### config.mk
export PLATFORM = sky130hd
export DESIGN_NAME = ati_cfg_flat
export DESIGN_NICKNAME = d
export VERILOG_FILES = /design/src/hw/rtl/ati_pkg.sv /design/src/hw/rtl/ati_if.sv /design/src/hw/rtl/ati_cfg.sv /design/src/flat_wrapper.sv
export SDC_FILE = /design/constraint.sdc
export NUM_CORES = 1
export LEC_CHECK = 0
export ABC_AREA = 0
export BUFFER_PORTS_ARGS = -buffer_cell sky130_fd_sc_hd__clkbuf_2
export CAP_MARGIN = 20
export CORE_MARGIN = 3
export CORE_UTILIZATION = 54
export DETAILED_ROUTE_END_ITERATION = 10
export PLACE_DENSITY_LB_ADDON = 0.08
export SYNTH_ARGS = -nofsm -noshare
export SYNTH_HDL_FRONTEND = slang
export SYNTH_SLANG_ARGS = --single-unit
export TNS_END_PERCENT = 5
### constraint.sdc
create_clock -name clk -period 4.45 [get_ports clk]
set_clock_uncertainty 0.15 [all_clocks]
set_input_delay 0.445 -clock clk [delete_from_list [all_inputs] [get_ports clk]]
set_output_delay 0.445 -clock clk [all_outputs]
set_load 0.02 [all_outputs]
### src/hw/rtl/ati_pkg.sv
// Shared types and constants of the adaptive trapezoid integrator.
`timescale 1ns / 1ps

package ati_pkg;

  // Number format and sizes
  localparam int DATA_W      = 64;
  localparam int FRAC_BITS   = 32;
  localparam int LEVEL_LIMIT = 30;
  localparam int LEVEL_W     = 5;
  localparam int COUNT_W     = 30;
  localparam int TOL_W       = 6;
  localparam int CHANGE_W    = DATA_W - 1;
  localparam int CFG_IDX_W   = 2;
  localparam int HALF_W      = DATA_W / 2;
  localparam int PART_W      = 2 * (HALF_W + 1);
  localparam int PROD_W      = 2 * DATA_W;

  // Command codes
  localparam logic OP_START  = 1'b0;
  localparam logic OP_SAMPLE = 1'b1;

  // Kind of beat travelling down the pipeline
  localparam logic [1:0] KIND_NONE   = 2'd0;
  localparam logic [1:0] KIND_START  = 2'd1;
  localparam logic [1:0] KIND_SAMPLE = 2'd2;

  // Register indexes
  localparam logic [CFG_IDX_W-1:0] REG_LOWER     = 2'd0;
  localparam logic [CFG_IDX_W-1:0] REG_UPPER     = 2'd1;
  localparam logic [CFG_IDX_W-1:0] REG_TOL       = 2'd2;
  localparam logic [CFG_IDX_W-1:0] REG_MAX_LEVEL = 2'd3;

  // Register reset values: a = 1.0, b = 2.0
  localparam logic [DATA_W-1:0]  RESET_LOWER     = 64'h0000_0001_0000_0000;
  localparam logic [DATA_W-1:0]  RESET_UPPER     = 64'h0000_0002_0000_0000;
  localparam logic [DATA_W:0]    RESET_SPAN      = 65'h0_0000_0001_0000_0000;
  localparam logic [TOL_W-1:0]   RESET_TOL       = 6'd40;
  localparam logic [LEVEL_W-1:0] RESET_MAX_LEVEL = 5'd20;

  // Saturation limits
  localparam logic [DATA_W-1:0] SAT_MAX = {1'b0, {(DATA_W-1){1'b1}}};
  localparam logic [DATA_W-1:0] SAT_MIN = {1'b1, {(DATA_W-1){1'b0}}};

  // Configuration registers plus the span b - a kept alongside
  typedef struct packed {
    logic [DATA_W-1:0]  lower;
    logic [DATA_W-1:0]  upper;
    logic [DATA_W:0]    span;
    logic [TOL_W-1:0]   tol;
    logic [LEVEL_W-1:0] max_level;
  } cfg_t;

  // Per-beat control carried alongside the datapath
  typedef struct packed {
    logic [1:0]         kind;
    logic               end_point;
    logic               complete;
    logic               at_limit;
    logic [LEVEL_W-1:0] level;
    logic               req;
    logic [DATA_W-1:0]  point;
  } ctl_t;

  // Status from the back end to the sequencer
  typedef struct packed {
    logic level_busy;
    logic stop;
  } fb_t;

endpackage

### src/hw/rtl/ati_if.sv


interface ati_cfg_if;
  logic                             valid;
  logic                             ready;
  logic [ati_pkg::CFG_IDX_W-1:0]    index;
  logic [ati_pkg::DATA_W-1:0]       data;

  modport source (output valid, output index, output data, input ready);
  modport sink (input valid, input index, input data, output ready);
endinterface

### src/hw/rtl/ati_cfg.sv
// Configuration register file; keeps the span b - a updated on each bound write.
`timescale 1ns / 1ps

module ati_cfg (
  input  logic          clk,
  input  logic          rst,
  ati_cfg_if.sink       cfg,
  output ati_pkg::cfg_t regs
);

  logic [ati_pkg::DATA_W-1:0] wr_data;
  logic [ati_pkg::DATA_W:0]   wr_ext;
  logic [ati_pkg::DATA_W:0]   lower_ext;
  logic [ati_pkg::DATA_W:0]   upper_ext;

  assign cfg.ready = 1'b1;
  assign wr_data   = cfg.data;
  assign wr_ext    = {wr_data[ati_pkg::DATA_W-1], wr_data};
  assign lower_ext = {regs.lower[ati_pkg::DATA_W-1], regs.lower};
  assign upper_ext = {regs.upper[ati_pkg::DATA_W-1], regs.upper};

  // Take a write beat; the span follows whichever bound changed
  always_ff @(posedge clk) begin
    if (rst) begin
      regs.lower     <= ati_pkg::RESET_LOWER;
      regs.upper     <= ati_pkg::RESET_UPPER;
      regs.span      <= ati_pkg::RESET_SPAN;
      regs.tol       <= ati_pkg::RESET_TOL;
      regs.max_level <= ati_pkg::RESET_MAX_LEVEL;
    end else if (cfg.valid && cfg.ready) begin
      case (cfg.index)
        ati_pkg::REG_LOWER: begin
          regs.lower <= wr_data;
          regs.span  <= upper_ext - wr_ext;
        end
        ati_pkg::REG_UPPER: begin
          regs.upper <= wr_data;
          regs.span  <= wr_ext - lower_ext;
        end
        ati_pkg::REG_TOL: begin
          regs.tol <= wr_data[ati_pkg::TOL_W-1:0];
        end
        ati_pkg::REG_MAX_LEVEL: begin
          regs.max_level <= wr_data[ati_pkg::LEVEL_W-1:0];
        end
        default: begin
        end
      endcase
    end
  end

endmodule

### src/flat_wrapper.sv
// flat-port wrapper written by rule: the top's interface ports become plain ports
module ati_cfg_flat 
  (clk, rst, regs, cfg_valid, cfg_index, cfg_data, cfg_ready);
  ati_cfg_if cfg_i ();
  input  logic clk;
  input  logic rst;
  output ati_pkg::cfg_t regs;
  input wire logic [$bits(cfg_i.valid)-1:0] cfg_valid;
  input wire logic [$bits(cfg_i.index)-1:0] cfg_index;
  input wire logic [$bits(cfg_i.data)-1:0] cfg_data;
  output wire logic [$bits(cfg_i.ready)-1:0] cfg_ready;
  assign cfg_i.valid = cfg_valid;
  assign cfg_i.index = cfg_index;
  assign cfg_i.data = cfg_data;
  assign cfg_ready = cfg_i.ready;
  ati_cfg u_core (.clk(clk), .rst(rst), .cfg(cfg_i), .regs(regs));
endmodule
==> impl_metrics.csv <==
group,metric,value,unit
outcome,status,"complete, no violations",
final_layout,largest_register,"u_core.regs",
power,vdd.ir_drop.worst,0.3417,mV
floorplanning,num_rows,61,
timing,fin_crit,3.971,ns
synth,synth_most_common_cell,"nand2_1",
critical_path,rr_endpoint,"u_core.regs[67]",
detailed_routing,vias,17460,
floorplanning,core,28090,µm²
power,internal_power,3.732,mW
critical_path,crit_required,4.77,ns
final_layout,drive_above_1_share,14.98,%
placement,gp_congestion,0.9941,
hold_path,hold_class,"input port to register",
final_layout,n_fill_cell,2645,
synth,synth-seq-cells,204,
critical_path,critPathArrivalTime,4.29,ns
synth,syn_nets,2426,
timing,post-route-period-util,89.23,%
timing,rsz0062_at_grt,"no",
power,swShare,32.89,%
synth,synthFlopType,"dfxtp_1",
final_layout,antenna_cells,0,
detailed_routing,dr.pass1.iters,9,
grt,grt_pass1_vias,16540,
synth,ys_seq_area_share,26.20,%
floorplanning,dieHeight,175.9,µm
synth,synth_async_sr_flop_share,0,%
grt,grt_usage,36.45,%
critical_path,path_max_fanout,5,
power,p_per_area,308.2,nW/µm²
floorplanning,start_util,55.50,%
timing,tns,0,ns
synth,synth_top_cells_by_area,"dfxtp_1, a21oi_1, ha_1, nand2_1, o21ai_0",
power,p_sw,1.829,mW
clock_tree,cts_hold_buffers,0,
final_layout,syn_to_final_growth,15.74,%
timing,hold_viol,0,
critical_path,ff2ff_setup_slack,0.48,ns
detailed_routing,ant_nets,0,
hold_path,hp-start,"cfg_data[33]",
power,power.leakage,7.854,nW
synth,synth_edf_count,0,
detailed_routing,avgViaCountPerCell,6.203,
power,p_clk_share,39.4,%
clock_tree,cts_resized,0,
clock_tree,cts_setup_buffers,0,
hold_path,holdPathEnd,"u_core.regs[173]",
detailed_routing,wl_per_cell,21.15,µm
detailed_routing,route.final.wire_length,59530,µm
clock_tree,ctsLongestPathBuffers,3,
grt,grt_max_degree,66,
final_layout,fin_util,64.24,%
synth,ys_warn_count,0,
hold_path,hold_depth,3,
detailed_routing,drc_errors,0,
clock_tree,cts.clk_slew.worst_paths,0.06,ns
clock_tree,cts_made_buffers,25,
placement,dpl.hpwl,45770,µm
power,sequentialPowerShare,35.4,%
timing,setup_viol,0,
clock_tree,insertion_delay,0.54,ns
clock_tree,cts_root_buffer,"clkbuf_16",
grt,grt_pass1_wl,90760,µm
placement,io_buffer_count,272,
floorplanning,num_io_pins,274,
final_layout,nNetsFinal,2617,
grt,overflow,0,
final_layout,reg_top3,"u_core.regs x204",
synth,yosysUniqueCellTypes,79,
clock_tree,cts_sinks,204,
clock_tree,htreeDepth,1,
critical_path,reg2reg_depth,13,
synth,netlist_instances,2227,
floorplanning,die_x,175.9,µm
critical_path,start_kind,"register",
timing,fmax,251.8,MHz
synth,synth_top_cell_area_share,26.20,%
timing,tightest_slew,0.8919,ns
grt,antenna_found_initial,2,
power,combPwrFrac,25.2,%
run,maxCapViolCount,0,
critical_path,critPathCaptureType,"register",
detailed_routing,initialDrtViolationCount,1698,
critical_path,worst-setup-path-type,"register to register",
synth,synth_area_leader_cell,"dfxtp_1",
final_layout,largest_reg_flops,204,
clock_tree,cts_tree,"built",
synth,netlist_top_cells_count,"nand2_1, a21oi_1, dfxtp_1",
synth,synth.avg_cell_area,7.000,µm²
timing,relSlewSlack,39.91,%
floorplanning,dieArea,30940,µm²
critical_path,r2r_start,"u_core.regs[76]",
synth,synth_area,15590,µm²
timing,maxSlewViolCount,0,
==> through the flow <==
step	hold WS [ns]	total power, mW	instance area [µm²]	std cells	setup WS [ns]
2_1_floorplan	0.3802	2.904	15590	2227	1.057
3_3_place_gp	0.2968	3.347	17170	2769	0.4975
3_5_place_dp	0.3030	3.362	17170	2769	0.4083
4_1_cts	0.008314	5.538	18040	2814	0.5596
5_1_grt	0.02197	5.769	18040	2814	0.2028
6_report	0.01757	5.561	18040	2814	0.4790
==> layout make-up <==
cell class,count,area (µm²),share of cell area (%)
multi-input cells,1728,10420,57.76
flip-flops and latches,204,4084,22.64
repair buffers,302,1602,8.877
clock buffers,37,720.7,3.994
inverters,157,589.3,3.266
well taps,378,473.0,2.621
clock inverters,8,152.6,0.8460
==> per-layer routing <==
layer	part of all wire [%]	global-route usage, %	vias to the layer above	wire [µm]
met5	0.052	0	-	31
met4	3.8	12.60	4	2248
met3	10	6.961	172	5948
met2	44	58.36	1020	26350
met1	42	49.22	8105	24950
li1	-	-	8155	-
==> critical path: stages (launching register included) <==
cell	delay [ns]
dfxtp_1	0.36
inv_1	0.05
ha_1	0.21
fa_1	0.40
and2b_1	0.25
o2111ai_1	0.17
a21oi_2	0.30
a21oi_1	0.25
o31ai_4	0.44
a31oi_4	0.22
a2111oi_1	0.52
nor3_1	0.08
or3b_1	0.36
a21oi_1	0.13
==> power by group through the flow <==
stage / clock, mW / combinational (mW) / sequential [mW]
after floorplan: 0 / 0.826 / 2.08
after global placement: 0 / 1.35 / 2.00
after detailed placement: 0 / 1.36 / 2.00
after CTS: 2.21 / 1.37 / 1.96
after global routing: 2.29 / 1.51 / 1.97
final: 2.19 / 1.40 / 1.97
==> worst max path at each step <==
stage,start,end,slack [ns]
6_report,u_core.regs[76],u_core.regs[67],0.48
5_1_grt,u_core.regs[76],u_core.regs[67],0.20
3_3_place_gp,cfg_data[0],u_core.regs[67],0.50
3_5_place_dp,cfg_data[0],u_core.regs[67],0.41
2_1_floorplan,u_core.regs[76],u_core.regs[67],1.06
4_1_cts,u_core.regs[76],u_core.regs[67],0.56
==> kinds of logic after synthesis <==
logic type | Yosys count | synth area share, %
xor gates and xnor gates | 107 | 6.012
DFF | 204 | 26.20
adders and majority gates | 130 | 10.53
muxes | 10 | 0.6421
other | 1 | 0.02406
and+or+nand+nor | 749 | 20.84
buffers and inverters | 295 | 7.144
AOI/OAI and AO/OA | 731 | 28.61
==> cells in the final DEF (no fill, tap or decap), drive strengths merged, types with 31 or more instances in the layout <==
| master | instances |
|---|---|
| o21ai | 129 |
| nand2 | 422 |
| nor3 | 33 |
| dfxtp | 204 |
| nor2 | 143 |
| clkbuf | 308 |
| xnor2 | 64 |
| nand4 | 59 |
| buf | 31 |
| inv | 158 |
| xor2 | 43 |
| a21o | 70 |
| a21oi | 326 |
| ha | 128 |
Note: power is estimated with default switching activity, not from simulation.
