--- src/hw/rtl/ati_pkg.sv ---
// Shared types and constants of the adaptive trapezoid integrator.
`timescale 1ns / 1ps

package ati_pkg;

  // Number format and sizes
  localparam int DATA_W      = 64;
  localparam int FRAC_BITS   = 32;
  localparam int LEVEL_LIMIT = 30;
  localparam int LEVEL_W     = 5;
  localparam int COUNT_W     = 30;
  localparam int TOL_W       = 6;
  localparam int CHANGE_W    = DATA_W - 1;
  localparam int CFG_IDX_W   = 2;
  localparam int HALF_W      = DATA_W / 2;
  localparam int PART_W      = 2 * (HALF_W + 1);
  localparam int PROD_W      = 2 * DATA_W;

  // Command codes
  localparam logic OP_START  = 1'b0;
  localparam logic OP_SAMPLE = 1'b1;

  // Kind of beat travelling down the pipeline
  localparam logic [1:0] KIND_NONE   = 2'd0;
  localparam logic [1:0] KIND_START  = 2'd1;
  localparam logic [1:0] KIND_SAMPLE = 2'd2;

  // Register indexes
  localparam logic [CFG_IDX_W-1:0] REG_LOWER     = 2'd0;
  localparam logic [CFG_IDX_W-1:0] REG_UPPER     = 2'd1;
  localparam logic [CFG_IDX_W-1:0] REG_TOL       = 2'd2;
  localparam logic [CFG_IDX_W-1:0] REG_MAX_LEVEL = 2'd3;

  // Register reset values: a = 1.0, b = 2.0
  localparam logic [DATA_W-1:0]  RESET_LOWER     = 64'h0000_0001_0000_0000;
  localparam logic [DATA_W-1:0]  RESET_UPPER     = 64'h0000_0002_0000_0000;
  localparam logic [DATA_W:0]    RESET_SPAN      = 65'h0_0000_0001_0000_0000;
  localparam logic [TOL_W-1:0]   RESET_TOL       = 6'd40;
  localparam logic [LEVEL_W-1:0] RESET_MAX_LEVEL = 5'd20;

  // Saturation limits
  localparam logic [DATA_W-1:0] SAT_MAX = {1'b0, {(DATA_W-1){1'b1}}};
  localparam logic [DATA_W-1:0] SAT_MIN = {1'b1, {(DATA_W-1){1'b0}}};

  // Configuration registers plus the span b - a kept alongside
  typedef struct packed {
    logic [DATA_W-1:0]  lower;
    logic [DATA_W-1:0]  upper;
    logic [DATA_W:0]    span;
    logic [TOL_W-1:0]   tol;
    logic [LEVEL_W-1:0] max_level;
  } cfg_t;

  // Per-beat control carried alongside the datapath
  typedef struct packed {
    logic [1:0]         kind;
    logic               end_point;
    logic               complete;
    logic               at_limit;
    logic [LEVEL_W-1:0] level;
    logic               req;
    logic [DATA_W-1:0]  point;
  } ctl_t;

  // Status from the back end to the sequencer
  typedef struct packed {
    logic level_busy;
    logic stop;
  } fb_t;

endpackage

--- src/hw/rtl/ati_if.sv ---


interface ati_res_if;
  logic                                valid;
  logic                                ready;
  logic                                request_valid;
  logic signed [ati_pkg::DATA_W-1:0]   next_point;
  logic                                level_done;
  logic [ati_pkg::LEVEL_W-1:0]         level_reached;
  logic signed [ati_pkg::DATA_W-1:0]   estimate;
  logic [ati_pkg::CHANGE_W-1:0]        change;
  logic                                converged;
  logic                                finished;

  modport source (output valid, output request_valid, output next_point,
                  output level_done, output level_reached, output estimate,
                  output change, output converged, output finished, input ready);
  modport sink (input valid, input request_valid, input next_point,
                input level_done, input level_reached, input estimate,
                input change, input converged, input finished, output ready);
endinterface


--- src/hw/rtl/ati_acc.sv ---
// Back end: saturating accumulate, change and tolerance check, result register.
`timescale 1ns / 1ps

module ati_acc (
  input  logic                       clk,
  input  logic                       rst,
  input  logic                       v4,
  input  logic [ati_pkg::DATA_W-1:0] term4,
  input  ati_pkg::ctl_t              ctl4,
  input  logic [ati_pkg::TOL_W-1:0]  tol,
  ati_res_if.source                  result,
  output logic                       en5,
  output ati_pkg::fb_t               fb
);

  localparam int DW = ati_pkg::DATA_W;
  localparam int CW = ati_pkg::CHANGE_W;

  logic [DW-1:0] sum;
  logic [DW-1:0] prev;
  logic [DW-1:0] sum_raw;
  logic [DW-1:0] sum_sat;

  logic          v5, v6, v7;
  logic          en6, en7;
  ati_pkg::ctl_t ctl5, ctl6;
  logic [DW-1:0] est5, prev5, est6, mag6;
  logic [CW-1:0] chg6;

  logic [DW:0]   diff_a, diff_b;
  logic [DW-1:0] dmag;
  logic [CW-1:0] chg_sat;
  logic [DW-1:0] mag;
  logic [DW-1:0] bound;
  logic          conv;
  logic          done;
  logic          req;

  // Saturating add of the new term
  always_comb begin
    sum_raw = sum + term4;
    if (!sum[DW-1] && !term4[DW-1] && sum_raw[DW-1]) begin
      sum_sat = ati_pkg::SAT_MAX;
    end else if (sum[DW-1] && term4[DW-1] && !sum_raw[DW-1]) begin
      sum_sat = ati_pkg::SAT_MIN;
    end else begin
      sum_sat = sum_raw;
    end
  end

  // Change magnitude, clamped, and magnitude of the estimate
  always_comb begin
    diff_a  = {est5[DW-1], est5} - {prev5[DW-1], prev5};
    diff_b  = {prev5[DW-1], prev5} - {est5[DW-1], est5};
    dmag    = diff_a[DW] ? diff_b[DW-1:0] : diff_a[DW-1:0];
    chg_sat = dmag[DW-1] ? {CW{1'b1}} : dmag[CW-1:0];
    mag     = est5[DW-1] ? (~est5 + DW'(1)) : est5;
  end

  // Verdict and result fields
  always_comb begin
    bound = mag6 >> tol;
    conv  = {1'b0, chg6} <= bound;
    done  = ctl6.complete;
    req   = ctl6.req && !(done && conv);
  end

  assign en7 = !v7 || result.ready;
  assign en6 = !v6 || en7;
  assign en5 = !v5 || en6;

  assign fb.stop       = v6 && en7 && ctl6.complete && conv;
  assign fb.level_busy = (v5 && ctl5.complete) || (v6 && ctl6.complete);

  assign result.valid = v7;

  // Running and previous sums
  always_ff @(posedge clk) begin
    if (rst) begin
      sum  <= '0;
      prev <= '0;
    end else if (v4 && en5) begin
      case (ctl4.kind)
        ati_pkg::KIND_START: begin
          sum  <= '0;
          prev <= '0;
        end
        ati_pkg::KIND_SAMPLE: begin
          if (ctl4.complete) begin
            prev <= sum_sat;
            sum  <= $signed(sum_sat) >>> 1;
          end else begin
            sum <= sum_sat;
          end
        end
        default: begin
        end
      endcase
    end
  end

  always_ff @(posedge clk) begin
    if (rst) begin
      v5 <= 1'b0;
      v6 <= 1'b0;
      v7 <= 1'b0;
    end else begin
      if (en5) v5 <= v4;
      if (en6) v6 <= v5;
      if (en7) v7 <= v6;
    end
  end

  // Advance payload; drop fields that carry no meaning
  always_ff @(posedge clk) begin
    if (en5) begin
      est5  <= sum_sat;
      prev5 <= prev;
      ctl5  <= ctl4;
    end
    if (en6) begin
      est6 <= est5;
      mag6 <= mag;
      chg6 <= chg_sat;
      ctl6 <= ctl5;
    end
    if (en7) begin
      result.request_valid <= req;
      result.next_point    <= req ? ctl6.point : '0;
      result.level_done    <= done;
      result.level_reached <= done ? ctl6.level : '0;
      result.estimate      <= done ? est6 : '0;
      result.change        <= done ? chg6 : '0;
      result.converged     <= done && conv;
      result.finished      <= done && (conv || ctl6.at_limit);
    end
  end

endmodule

--- src/flat_wrapper.sv ---
// flat-port wrapper written by rule: the top's interface ports become plain ports
module ati_acc_flat 
  (clk, rst, v4, term4, ctl4, tol, en5, fb, result_valid, result_request_valid, result_next_point, result_level_done, result_level_reached, result_estimate, result_change, result_converged, result_finished, result_ready);
  ati_res_if result_i ();
  input  logic clk;
  input  logic rst;
  input  logic v4;
  input  logic [ati_pkg::DATA_W-1:0] term4;
  input  ati_pkg::ctl_t ctl4;
  input  logic [ati_pkg::TOL_W-1:0] tol;
  output logic en5;
  output ati_pkg::fb_t fb;
  output wire logic [$bits(result_i.valid)-1:0] result_valid;
  output wire logic [$bits(result_i.request_valid)-1:0] result_request_valid;
  output wire logic [$bits(result_i.next_point)-1:0] result_next_point;
  output wire logic [$bits(result_i.level_done)-1:0] result_level_done;
  output wire logic [$bits(result_i.level_reached)-1:0] result_level_reached;
  output wire logic [$bits(result_i.estimate)-1:0] result_estimate;
  output wire logic [$bits(result_i.change)-1:0] result_change;
  output wire logic [$bits(result_i.converged)-1:0] result_converged;
  output wire logic [$bits(result_i.finished)-1:0] result_finished;
  input wire logic [$bits(result_i.ready)-1:0] result_ready;
  assign result_valid = result_i.valid;
  assign result_request_valid = result_i.request_valid;
  assign result_next_point = result_i.next_point;
  assign result_level_done = result_i.level_done;
  assign result_level_reached = result_i.level_reached;
  assign result_estimate = result_i.estimate;
  assign result_change = result_i.change;
  assign result_converged = result_i.converged;
  assign result_finished = result_i.finished;
  assign result_i.ready = result_ready;
  ati_acc u_core (.clk(clk), .rst(rst), .v4(v4), .term4(term4), .ctl4(ctl4), .tol(tol), .result(result_i), .en5(en5), .fb(fb));
endmodule
--- config.mk ---
export PLATFORM = sky130hd
export DESIGN_NAME = ati_acc_flat
export DESIGN_NICKNAME = d
export VERILOG_FILES = /design/src/hw/rtl/ati_pkg.sv /design/src/hw/rtl/ati_if.sv /design/src/hw/rtl/ati_acc.sv /design/src/flat_wrapper.sv
export SDC_FILE = /design/constraint.sdc
export NUM_CORES = 2
export LEC_CHECK = 0
export BUFFER_PORTS_ARGS = -buffer_cell sky130_fd_sc_hd__buf_2
export CORE_ASPECT_RATIO = 1.2
export CORE_MARGIN = 2
export CORE_UTILIZATION = 45
export CTS_CLUSTER_SIZE = 25
export DETAILED_ROUTE_END_ITERATION = 7
export HOLD_SLACK_MARGIN = 0.03
export SLEW_MARGIN = 10
export SYNTH_ARGS = -nofsm -noshare
export SYNTH_HDL_FRONTEND = slang
export SYNTH_SLANG_ARGS = --single-unit
--- constraint.sdc ---
create_clock -name clk -period 15 [get_ports clk]
set_input_delay 0.75 -clock clk [delete_from_list [all_inputs] [get_ports clk]]
set_output_delay 0.75 -clock clk [all_outputs]
set_load 0.02 [all_outputs]
==> results.py <==
metrics = {
    "timing": {
        "post-route-period-util_pct": 53.9,
        "max_slew_margin_pct": 26.6,
        "finalCriticalPeriod_ns": 8.08,
        "final_hold_viol_count": 0,
        "setup_viol": 0,
        "max_freq_ghz": 0.124,
        "rsz0062_at_grt": "false",
        "drv_slew": 0,
        "fin_tns_setup_ns": 0,
        "fin_skew_ns": 0.0257,
        "worst_slew_pin_slew_ns": 1.09,
    },
    "global_routing": {
        "grt_first_pass_wirelength_um": 214000,
        "grt_pass1_vias": 34500,
        "grt_use_met3_pct": 3.01,
        "use_met2_pct": 46.3,
        "use_met1_pct": 35.5,
        "grt.overflow.total": 0,
        "grt_max_degree": 152,
        "busiest_layer": "met2",
        "grtUsageTotal_pct": 27.3,
        "antenna_found_initial": 2,
    },
    "logic_synthesis": {
        "ys_seq_area_share_pct": 49.5,
        "mappedNetlistNets": 4777,
        "synth_edf_count": 662,
        "synth_top_family_by_area": "compound AO/OA/AOI/OAI gates",
        "synthMuxAreaShare_pct": 5.78,
        "async_flop_share_pct": 0,
        "synthAdderAreaFrac_pct": 7.23,
        "synthCells": 4367,
        "synth-simple-area-share_pct": 13.5,
        "synthFlopType": "edfxtp_1",
        "yosysWarnings": 0,
        "synthXorXnorAreaFrac_pct": 3.41,
        "synth_compound_area_share_pct": 16.6,
        "synthesis.area_um2": 45500,
        "synth.ff_latch_count": 793,
        "yosysTopAreaCellShare_pct": 43.7,
        "ys_types": 93,
        "syn_avg_cell_area_um2": 10.4,
        "synthTopCellsByArea": "edfxtp_1, ha_1, dfxtp_1",
        "synthDominantAreaCellType": "edfxtp_1",
    },
    "setup_path": {
        "crit_arrival_ns": 7.33,
        "crit_slowest_cell": "buf_4",
        "slowest_delay_ns": 0.72,
        "timing.rr.start": "u_core.mag6[59]",
        "worst-setup-path-type": "in -> out",
        "r2r_slack_ns": 9.15,
        "r2r_end": "u_core.result.next_point[55]",
        "startpoint": "tol[0]",
        "path_buf_inv": 3,
        "crit_top_cell": "a21o_1",
        "cp_max_fo": 55,
        "crit_chain": "buf_4, buf_4, mux4_2, mux2_2, mux4_2, mux2i_1, ha_1, a21o_1, a21o_1, a21o_1, a21o_1, a21oi_1, nor2_1, nor4_1, o211ai_1, a41oi_1, nor2_1, nor3_1, buf_2",
        "end_kind": "output pin",
        "ff2ff_path_depth": 21,
        "start_kind": "primary input",
        "crit_family": "compound AO/OA/AOI/OAI gates",
        "required_ns": 14.25,
    },
    "cells_and_area": {
        "antenna_cells": 0,
        "layout.nets": 5014,
        "drive_gt1_share_pct": 14.2,
        "area_delta_synth_final_pct": 11.9,
        "fillers": 9232,
        "seq_area_um2": 22500,
        "multi_input_area_um2": 21200,
        "layout_commonest_cell": "edfxtp_1",
        "most-common-layout-cells": "edfxtp_1, nand2_1, a21oi_1, buf_2, o21ai_0",
    },
    "route": {
        "route.detailed.drc": 0,
        "dr.pass1.iters": 8,
        "wl_um": 145000,
        "ant_nets": 0,
        "viasPerCell": 5.87,
        "wl_per_cell_um": 24.3,
        "vias": 34900,
        "drt_iter0_drc": 2551,
    },
    "floorplanning": {
        "die_area_um2": 104000,
        "ioPinCount": 353,
        "die_x_um": 294,
        "start_util_pct": 45.4,
        "die_h_um": 352,
        "rows": 127,
        "core_um2": 100000,
    },
    "min_path": {
        "min_path_cells": 1,
        "hp-class": "in -> reg",
        "min-delay-start": "ctl4[38]",
        "worst_hold_path.endpoint": "u_core.ctl5[38]",
    },
    "clock_tree": {
        "htree_levels": 3,
        "cts_buffers": 77,
        "cts.path.max_buffers": 3,
        "hold_buffers": 0,
        "clk_latency_ns": 0.66,
        "cts_resized": 0,
        "clk_pin_slew_ns": 0.06,
        "post-cts-setup-buffers": 0,
        "cts_tree": "yes",
        "clk_root_buffer_cell": "clkbuf_16",
        "clock_sinks": 793,
    },
    "pwr": {
        "power_frac_comb_pct": 24.9,
        "power.share.clock_pct": 30.6,
        "p_switching_mw": 2.08,
        "leakage_nw": 20.4,
        "p_per_area_nw_per_um2": 127,
        "vdd_ir_drop_max_v": 0.0000911,
        "switching_share_pct": 32.2,
        "power_mw": 6.45,
        "p_seq_share_pct": 44.5,
        "internal_power_mw": 4.37,
    },
    "placed_design": {
        "io_buffers": 351,
        "place.gp.congestion": 0.971,
        "hpwlAfterDp_um": 114000,
    },
    "run_status": {
        "outcome": "finished, final reports clean",
    },
    "job": {
        "maxCapViolCount": 0,
    },
}
==> cell families after synthesis <==
family / count (synthesis)
AOI/OAI and AO/OA: 1219
xor gates and xnor gates: 177
adders and majority gates: 261
buffers and inverters: 456
DFF: 793
muxes: 193
and+or+nand+nor: 1268
==> sequential cells by signal (all words and copies together) (netlist names), 63 cells and up <==
name and flops:
u_core.chg6 63, u_core.ctl5 72, u_core.ctl6 71, u_core.est5 64, u_core.est6 63, u_core.mag6 64
u_core.prev 64, u_core.prev5 64, u_core.result.change 63, u_core.result.estimate 64, u_core.result.next_point 64, u_core.sum 64
==> metal layers <==
metal,up-vias,share of wire [%]
li1,16600,-
met5,-,0.019
met2,1170,48
met4,4,4.3
met1,16900,42
met3,265,5.5
==> synth_stat cells, drive strengths merged, types with 8 or more instances <==
master / count
a221oi: 8
a21boi: 13
inv: 213
nand4: 80
nand2b: 17
o21ai: 321
o31ai: 32
edfxtp: 662
o211ai: 28
dfxtp: 131
ha: 258
o221ai: 35
a22oi: 54
o21a: 30
a21oi: 393
nand2: 438
a22o: 11
a211o: 10
or4: 9
nor3: 58
nand3: 62
nor2b: 20
buf: 73
or3: 20
clkbuf: 167
a211oi: 46
mux2i: 97
mux4: 51
and3: 78
mux2: 45
o21bai: 44
a31oi: 24
o41ai: 11
and2: 147
o22ai: 15
a221o: 19
a21o: 82
nor4: 22
xor2: 49
nor2: 275
or2: 19
xnor2: 128
==> metrics by stage <==
step	cell area [µm²]	instances	worst slack, ns	util [%]	hold slack [ns]
after floorplan	45500	4367	6.30	-	0.400
after global routing	50900	5957	6.65	50.8	0.237
after global placement	48300	5815	6.97	48.2	0.401
after CTS	50900	5957	6.87	50.8	0.231
after detailed placement	48300	5815	6.88	48.2	0.405
final	50900	5957	6.92	50.8	0.262
==> final cells by class <==
cell class | count | area share (%)
clock buffers | 101 | 4.10
clock inverters | 41 | 0.993
inverters | 216 | 1.61
multi-input cells | 3118 | 41.7
flip-flops and latches | 793 | 44.2
well taps | 1290 | 3.17
repair buffers | 398 | 4.18
==> worst max-delay path by stage <==
stage | to | slack, ns | cells after the start
finish | fb[0] | 6.92 | 19
global route | fb[0] | 6.65 | 20
CTS | fb[0] | 6.87 | 19
detailed placement | fb[0] | 6.88 | 19
global placement | fb[0] | 6.97 | 19
floorplan | u_core.sum[12] | 6.30 | 9
==> power by group through the flow <==
stage	clock [mW]	combinational [mW]	sequential, mW
floorplan	0	0.960	2.94
global placement	0	1.57	2.92
detailed placement	0	1.58	2.92
CTS	2.01	1.59	2.88
global route	2.10	1.74	2.90
finish	1.97	1.61	2.87
No activity file was read; power rests on OpenSTA's default activity.
