===== config.mk =====
export PLATFORM = sky130hd
export DESIGN_NAME = ati_ctl_flat
export DESIGN_NICKNAME = d
export VERILOG_FILES = /design/src/hw/rtl/ati_pkg.sv /design/src/hw/rtl/ati_if.sv /design/src/hw/rtl/ati_ctl.sv /design/src/flat_wrapper.sv
export SDC_FILE = /design/constraint.sdc
export NUM_CORES = 2
export LEC_CHECK = 0
export BUFFER_PORTS_ARGS = -buffer_cell sky130_fd_sc_hd__buf_2
export CORE_ASPECT_RATIO = 1.25
export CORE_UTILIZATION = 55
export DETAILED_ROUTE_END_ITERATION = 7
export PLACE_DENSITY = 0.78
export SLEW_MARGIN = 5
export SYNTH_ARGS = -nofsm -noshare
export SYNTH_HDL_FRONTEND = slang
export SYNTH_SLANG_ARGS = --single-unit
export TNS_END_PERCENT = 5

===== constraint.sdc =====
create_clock -name clk -period 15.6 [get_ports clk]
set_input_delay 0.78 -clock clk [delete_from_list [all_inputs] [get_ports clk]]
set_output_delay 0.78 -clock clk [all_outputs]
set_load 0.005 [all_outputs]

===== src/hw/rtl/ati_pkg.sv =====
// Shared types and constants of the adaptive trapezoid integrator.
`timescale 1ns / 1ps

package ati_pkg;

  // Number format and sizes
  localparam int DATA_W      = 64;
  localparam int FRAC_BITS   = 32;
  localparam int LEVEL_LIMIT = 30;
  localparam int LEVEL_W     = 5;
  localparam int COUNT_W     = 30;
  localparam int TOL_W       = 6;
  localparam int CHANGE_W    = DATA_W - 1;
  localparam int CFG_IDX_W   = 2;
  localparam int HALF_W      = DATA_W / 2;
  localparam int PART_W      = 2 * (HALF_W + 1);
  localparam int PROD_W      = 2 * DATA_W;

  // Command codes
  localparam logic OP_START  = 1'b0;
  localparam logic OP_SAMPLE = 1'b1;

  // Kind of beat travelling down the pipeline
  localparam logic [1:0] KIND_NONE   = 2'd0;
  localparam logic [1:0] KIND_START  = 2'd1;
  localparam logic [1:0] KIND_SAMPLE = 2'd2;

  // Register indexes
  localparam logic [CFG_IDX_W-1:0] REG_LOWER     = 2'd0;
  localparam logic [CFG_IDX_W-1:0] REG_UPPER     = 2'd1;
  localparam logic [CFG_IDX_W-1:0] REG_TOL       = 2'd2;
  localparam logic [CFG_IDX_W-1:0] REG_MAX_LEVEL = 2'd3;

  // Register reset values: a = 1.0, b = 2.0
  localparam logic [DATA_W-1:0]  RESET_LOWER     = 64'h0000_0001_0000_0000;
  localparam logic [DATA_W-1:0]  RESET_UPPER     = 64'h0000_0002_0000_0000;
  localparam logic [DATA_W:0]    RESET_SPAN      = 65'h0_0000_0001_0000_0000;
  localparam logic [TOL_W-1:0]   RESET_TOL       = 6'd40;
  localparam logic [LEVEL_W-1:0] RESET_MAX_LEVEL = 5'd20;

  // Saturation limits
  localparam logic [DATA_W-1:0] SAT_MAX = {1'b0, {(DATA_W-1){1'b1}}};
  localparam logic [DATA_W-1:0] SAT_MIN = {1'b1, {(DATA_W-1){1'b0}}};

  // Configuration registers plus the span b - a kept alongside
  typedef struct packed {
    logic [DATA_W-1:0]  lower;
    logic [DATA_W-1:0]  upper;
    logic [DATA_W:0]    span;
    logic [TOL_W-1:0]   tol;
    logic [LEVEL_W-1:0] max_level;
  } cfg_t;

  // Per-beat control carried alongside the datapath
  typedef struct packed {
    logic [1:0]         kind;
    logic               end_point;
    logic               complete;
    logic               at_limit;
    logic [LEVEL_W-1:0] level;
    logic               req;
    logic [DATA_W-1:0]  point;
  } ctl_t;

  // Status from the back end to the sequencer
  typedef struct packed {
    logic level_busy;
    logic stop;
  } fb_t;

endpackage


===== src/hw/rtl/ati_if.sv =====
// Channel interfaces: command input, result output and configuration writes.
`timescale 1ns / 1ps

interface ati_cmd_if;
  logic                             valid;
  logic                             ready;
  logic                             operation;
  logic signed [ati_pkg::DATA_W-1:0] sample_value;

  modport source (output valid, output operation, output sample_value, input ready);
  modport sink (input valid, input operation, input sample_value, output ready);
endinterface



===== src/hw/rtl/ati_ctl.sv =====
// Sequencer: level, phase and point bookkeeping at the input beat, plus the input register.
`timescale 1ns / 1ps

module ati_ctl (
  input  logic                       clk,
  input  logic                       rst,
  ati_cmd_if.sink                    cmd,
  input  ati_pkg::cfg_t              regs,
  input  ati_pkg::fb_t               fb,
  input  logic                       en2,
  output logic                       v1,
  output logic [ati_pkg::DATA_W-1:0] f1,
  output logic [ati_pkg::DATA_W-1:0] h1,
  output ati_pkg::ctl_t              ctl1
);

  // First-level phases
  localparam logic [1:0] PHASE_LOWER = 2'd0;
  localparam logic [1:0] PHASE_UPPER = 2'd1;
  localparam logic [1:0] PHASE_MID   = 2'd2;

  logic                        running;
  logic [ati_pkg::LEVEL_W-1:0] level;
  logic [ati_pkg::COUNT_W-1:0] points_left;
  logic [1:0]                  phase;
  logic                        take_left;
  logic [ati_pkg::DATA_W-1:0]  left_pos;
  logic [ati_pkg::DATA_W-1:0]  right_pos;

  logic                        running_next;
  logic [ati_pkg::LEVEL_W-1:0] level_next;
  logic [ati_pkg::COUNT_W-1:0] points_left_next;
  logic [1:0]                  phase_next;
  logic                        take_left_next;
  logic [ati_pkg::DATA_W-1:0]  left_pos_next;
  logic [ati_pkg::DATA_W-1:0]  right_pos_next;
  ati_pkg::ctl_t               ctl_next;

  logic signed [ati_pkg::DATA_W:0] span_shift;
  logic [ati_pkg::DATA_W-1:0]      h_cur;
  logic [ati_pkg::DATA_W-1:0]      h_nxt;
  logic [ati_pkg::DATA_W-1:0]      h_dbl;
  logic [ati_pkg::DATA_W-1:0]      first_left;
  logic [ati_pkg::LEVEL_W-1:0]     lim;
  logic                            at_limit;
  logic                            en1;
  logic                            accept;

  // Step for this level and the next one
  always_comb begin
    span_shift = $signed(regs.span) >>> level;
    h_cur      = span_shift[ati_pkg::DATA_W-1:0];
    h_nxt      = $signed(h_cur) >>> 1;
    h_dbl      = {h_cur[ati_pkg::DATA_W-2:0], 1'b0};
    first_left = regs.lower + h_nxt;
  end

  // Deepest level for this run
  always_comb begin
    if (regs.max_level < ati_pkg::LEVEL_W'(ati_pkg::LEVEL_LIMIT)) begin
      lim = regs.max_level;
    end else begin
      lim = ati_pkg::LEVEL_W'(ati_pkg::LEVEL_LIMIT);
    end
    if (lim == '0) begin
      lim = ati_pkg::LEVEL_W'(1);
    end
    at_limit = (level >= lim);
  end

  // Hold input on a stall, or while a level-closing beat waits for its convergence verdict
  assign en1       = !v1 || en2;
  assign cmd.ready = en1 && !fb.level_busy && !(v1 && ctl1.complete);
  assign accept    = cmd.valid && cmd.ready;

  // Next state and beat control
  always_comb begin
    running_next     = running;
    level_next       = level;
    points_left_next = points_left;
    phase_next       = phase;
    take_left_next   = take_left;
    left_pos_next    = left_pos;
    right_pos_next   = right_pos;
    ctl_next         = '0;
    ctl_next.kind    = ati_pkg::KIND_NONE;

    if (cmd.operation == ati_pkg::OP_START) begin
      running_next     = 1'b1;
      level_next       = ati_pkg::LEVEL_W'(1);
      phase_next       = PHASE_LOWER;
      points_left_next = '0;
      take_left_next   = 1'b1;
      ctl_next.kind    = ati_pkg::KIND_START;
      ctl_next.req     = 1'b1;
      ctl_next.point   = regs.lower;
    end else if (running) begin
      ctl_next.kind  = ati_pkg::KIND_SAMPLE;
      ctl_next.level = level;
      if (level == ati_pkg::LEVEL_W'(1)) begin
        case (phase)
          PHASE_LOWER: begin
            ctl_next.end_point = 1'b1;
            phase_next         = PHASE_UPPER;
            ctl_next.req       = 1'b1;
            ctl_next.point     = regs.upper;
          end
          PHASE_UPPER: begin
            ctl_next.end_point = 1'b1;
            phase_next         = PHASE_MID;
            ctl_next.req       = 1'b1;
            ctl_next.point     = regs.lower + h_cur;
          end
          default: begin
            ctl_next.complete = 1'b1;
          end
        endcase
      end else begin
        // Walk inward from both ends, alternating
        if (take_left) begin
          left_pos_next = left_pos + h_dbl;
        end else begin
          right_pos_next = right_pos - h_dbl;
        end
        take_left_next   = !take_left;
        points_left_next = points_left - ati_pkg::COUNT_W'(1);
        if (points_left_next == '0) begin
          ctl_next.complete = 1'b1;
        end else begin
          ctl_next.req   = 1'b1;
          ctl_next.point = take_left ? right_pos : left_pos;
        end
      end

      // Close the level; open the next one unless at the limit
      if (ctl_next.complete) begin
        ctl_next.at_limit = at_limit;
        if (at_limit) begin
          running_next = 1'b0;
        end else begin
          level_next       = level + ati_pkg::LEVEL_W'(1);
          left_pos_next    = first_left;
          right_pos_next   = regs.upper - h_nxt;
          points_left_next = ati_pkg::COUNT_W'(1) << level;
          take_left_next   = 1'b1;
          ctl_next.req     = 1'b1;
          ctl_next.point   = first_left;
        end
      end
    end
  end

  // State update
  always_ff @(posedge clk) begin
    if (rst) begin
      running     <= 1'b0;
      level       <= '0;
      points_left <= '0;
      phase       <= PHASE_LOWER;
      take_left   <= 1'b1;
      left_pos    <= '0;
      right_pos   <= '0;
      v1          <= 1'b0;
    end else begin
      if (accept) begin
        running     <= running_next;
        level       <= level_next;
        points_left <= points_left_next;
        phase       <= phase_next;
        take_left   <= take_left_next;
        left_pos    <= left_pos_next;
        right_pos   <= right_pos_next;
      end else if (fb.stop) begin
        running <= 1'b0;
      end
      if (en1) begin
        v1 <= accept;
      end
    end
  end

  // Input register
  always_ff @(posedge clk) begin
    if (accept) begin
      f1   <= cmd.sample_value;
      h1   <= h_cur;
      ctl1 <= ctl_next;
    end
  end

endmodule


===== src/flat_wrapper.sv =====
// flat-port wrapper written by rule: the top's interface ports become plain ports
module ati_ctl_flat 
  (clk, rst, regs, fb, en2, v1, f1, h1, ctl1, cmd_valid, cmd_operation, cmd_sample_value, cmd_ready);
  ati_cmd_if cmd_i ();
  input  logic clk;
  input  logic rst;
  input  ati_pkg::cfg_t regs;
  input  ati_pkg::fb_t fb;
  input  logic en2;
  output logic v1;
  output logic [ati_pkg::DATA_W-1:0] f1;
  output logic [ati_pkg::DATA_W-1:0] h1;
  output ati_pkg::ctl_t ctl1;
  input wire logic [$bits(cmd_i.valid)-1:0] cmd_valid;
  input wire logic [$bits(cmd_i.operation)-1:0] cmd_operation;
  input wire logic [$bits(cmd_i.sample_value)-1:0] cmd_sample_value;
  output wire logic [$bits(cmd_i.ready)-1:0] cmd_ready;
  assign cmd_i.valid = cmd_valid;
  assign cmd_i.operation = cmd_operation;
  assign cmd_i.sample_value = cmd_sample_value;
  assign cmd_ready = cmd_i.ready;
  ati_ctl u_core (.clk(clk), .rst(rst), .cmd(cmd_i), .regs(regs), .fb(fb), .en2(en2), .v1(v1), .f1(f1), .h1(h1), .ctl1(ctl1));
endmodule

==> out/qor.yml <==
timing:
  finalSetupViolations: 0
  slew_headroom_pct: 22.7
  timing_hold_violations_final: 0
  drv_slew: 0
  min_period_ns: 7.71
  fin_setup_tns_ns: 0
  min_period_over_period_pct: 49.4
  rsz0062_at_grt: "no"
  skew_ns: 0.0279
  worst_pin_slew_ns: 1.15
  fmax_mhz: 130
clock_network:
  cts_resized: 0
  cts_tree: "done"
  cts_setup_buffers: 0
  cts.sinks: 371
  clock_latency_ns: 0.63
  ctsRootBufferMaster: "clkbuf_16"
  htree_levels: 2
  cts_buffers: 43
  holdBufCountCts: 0
  clk_transition_reported_paths_ns: 0.07
  cts_buffer_depth: 3
cells_and_area:
  fill_cells: 6539
  regArea_sq_um: 9470
  final_nets: 5811
  stdcell_count: 6189
  mostFrequentLayoutCell: "nand2_1"
  mostFrequentLayoutCells: "561 x nand2_1, 521 x a21oi_1, 472 x buf_2, 361 x o21ai_0, 358 x nor2_1"
  post_route_cells_drive_above_1_share_pct: 14.5
  multi_input_area_sq_um: 28000
  area_delta_synth_final_pct: 11.1
job:
  max-cap-violations: 0
detailed_routing:
  vias: 41900
  dr.first_iter.drc_count: 4887
  ant_nets: 0
  drc: 0
  via_per_inst: 6.77
  drt_pass1_iterations: 6
  wl_um: 162000
  wl_per_cell_um: 26.2
yosys:
  synthFlopType: "edfxtp_1"
  synth_top_area_share_pct: 15.6
  synth_top_cell_by_area: "edfxtp_1"
  synth_xor_area_share_pct: 6.40
  avgSynthCellArea_sq_um: 7.94
  synthArstFlopShare_pct: 0
  syn_inst: 4934
  synth_area_sq_um: 39200
  synth-compound-area-share_pct: 29.3
  synth_top_family_by_area: "compound AO/OA/AOI/OAI gates"
  synth_area_leaders: "edfxtp_1 16%, ha_1 10%, dfxtp_1 8.6%, a21oi_1 6.7%, nand2_1 5.4%"
  synth_edf_count: 203
  yosysWarnings: 0
  synth_fp_nets: 5540
  ys_seq_elements: 371
  synth_mux_area_share_pct: 8.00
  yosys.area_share.simple_pct: 17.1
  synthAdderAreaFrac_pct: 10.7
  ys_seq_area_share_pct: 24.2
  synth.distinct_cells: 91
die:
  initial_core_util_pct: 55.5
  ios: 480
  dieWidth_um: 241
  dieHeight_um: 300
  rows: 109
  core_area_sq_um: 70500
  die-area_sq_um: 72300
global_route:
  grt_overflow: 0
  grt_usage_pct: 43.4
  grt_max_degree: 86
  grt_pass1_vias: 38700
  antenna_found_initial: 7
  grt_pass1_wl_um: 237000
worst_setup_path:
  start_kind: "flip-flop"
  worstPathArrival_ns: 8.03
  critPathMaxFanout: 37
  worstPathRequired_ns: 15.92
  cp-end-kind: "flip-flop"
  path_class: "flip-flop to flip-flop"
power_and_ir_drop:
  vdd.ir_drop.worst_uv: 87.7
  p_total_w: 0.00339
  power_switching_share_pct: 37.0
  p_clk_share_pct: 32.7
  power.leakage_nw: 19.2
  powerDensity_nw_per_um2: 77.8
  pwr-share-comb_pct: 35.5
  p_sw_w: 0.00125
  seqPwrFrac_pct: 31.8
  intPower_w: 0.00213
placement:
  place_inst: 6103
  io_buffers: 473
  gp_congestion: 1.01
  hpwlAfterDp_um: 127000
worst_hold_path:
  hold_class: "input pin to flip-flop"
run_status:
  status: "complete, no violations"
[worst paths after layout]
check                  startpoint  slack [ns]                 end  cells past startpoint
max               u_core.level[0]        7.89     u_core.ctl1[52]                     23
min          cmd_sample_value[62]        0.32       u_core.f1[62]                      1
max reg2reg       u_core.level[0]        7.89     u_core.ctl1[52]                     23
min reg2reg    u_core.left_pos[0]        0.47  u_core.left_pos[0]                      2
[cells in the mapped netlist (all sizes together), types with 56 or more instances]
cell	count
nor2	364
a21o	216
mux2	56
a21oi	522
xor2	115
edfxtp	203
mux2i	151
o211ai	67
xnor2	171
inv	155
nor3	89
o21bai	59
a211oi	64
nand4	78
nand2	565
nand3	90
dfxtp	168
o21ai	367
clkbuf	257
a31oi	65
ha	326
[critical path: stages, from the launching register on]
cell and delay (ns):
dfxtp_4 0.64, buf_4 0.57, inv_2 0.33, a211oi_1 0.25, a21oi_1 0.10, nand2_1 0.11, nand2_1 0.07, o21ai_0 0.20
mux2_2 0.36, inv_1 0.23, ha_1 0.29, fa_1 0.41, a21o_1 0.21, nand4_1 0.15, nand3_1 0.15, a21oi_1 0.25
o21ai_0 0.20, o31ai_1 0.78, o41ai_1 0.26, a32o_1 0.32, a21oi_1 0.63, xnor2_1 0.22, a211oi_1 0.44, a21oi_1 0.18
[per-layer routing]
metal	vias up	global-route usage, %	wire [um]
met5	-	0	0
met4	0	23.2	9710
met3	508	9.36	20300
met2	2732	65.2	68500
met1	19600	57.8	63700
li1	19100	-	-
[kinds of logic after synthesis]
kind of cell             after synthesis
AO/OA/AOI/OAI                       1783
AND/OR/NAND/NOR                     1456
buffers and inverters                456
flip-flops                           371
adder cells (fa/ha/maj)              331
XOR/XNOR                             286
multiplexers                         251
[through the flow]
step	setup WS, ns	instance area (sq um)	hold slack [ns]	util (%)
final	7.89	43500	0.318	61.7
after floorplan	8.26	39200	0.436	-
after global placement	8.22	42000	0.450	59.6
after global routing	7.54	43500	0.311	61.7
after CTS	8.10	43500	0.301	61.7
after detailed placement	8.13	42000	0.455	59.6
[sequential cells by signal, indices dropped and copies added (netlist names), 2 cells and up]
name	cells
u_core.ctl1	75
u_core.f1	64
u_core.h1	64
u_core.left_pos	64
u_core.level	5
u_core.phase	2
u_core.points_left	30
u_core.right_pos	64
[layout make-up]
type	instances	share of cell area [%]
Inverter	157	1.37
Multi-Input combinational cell	4107	64.3
Clock inverter	33	0.891
Antenna cell	7	0.0402
Clock buffer	46	2.55
Timing Repair Buffer	525	6.34
Sequential cell	371	21.8
Tap cell	943	2.71
[power by group through the flow]
stage / logic, W / clock network (W) / registers, W
6_report: 0.00120 / 0.00111 / 0.00108
5_1_grt: 0.00129 / 0.00115 / 0.00108
3_3_place_gp: 0.00115 / 0 / 0.00110
3_5_place_dp: 0.00115 / 0 / 0.00110
2_1_floorplan: 0.000788 / 0 / 0.00110
4_1_cts: 0.00116 / 0.00111 / 0.00108
(Power assumes the default switching activity.)
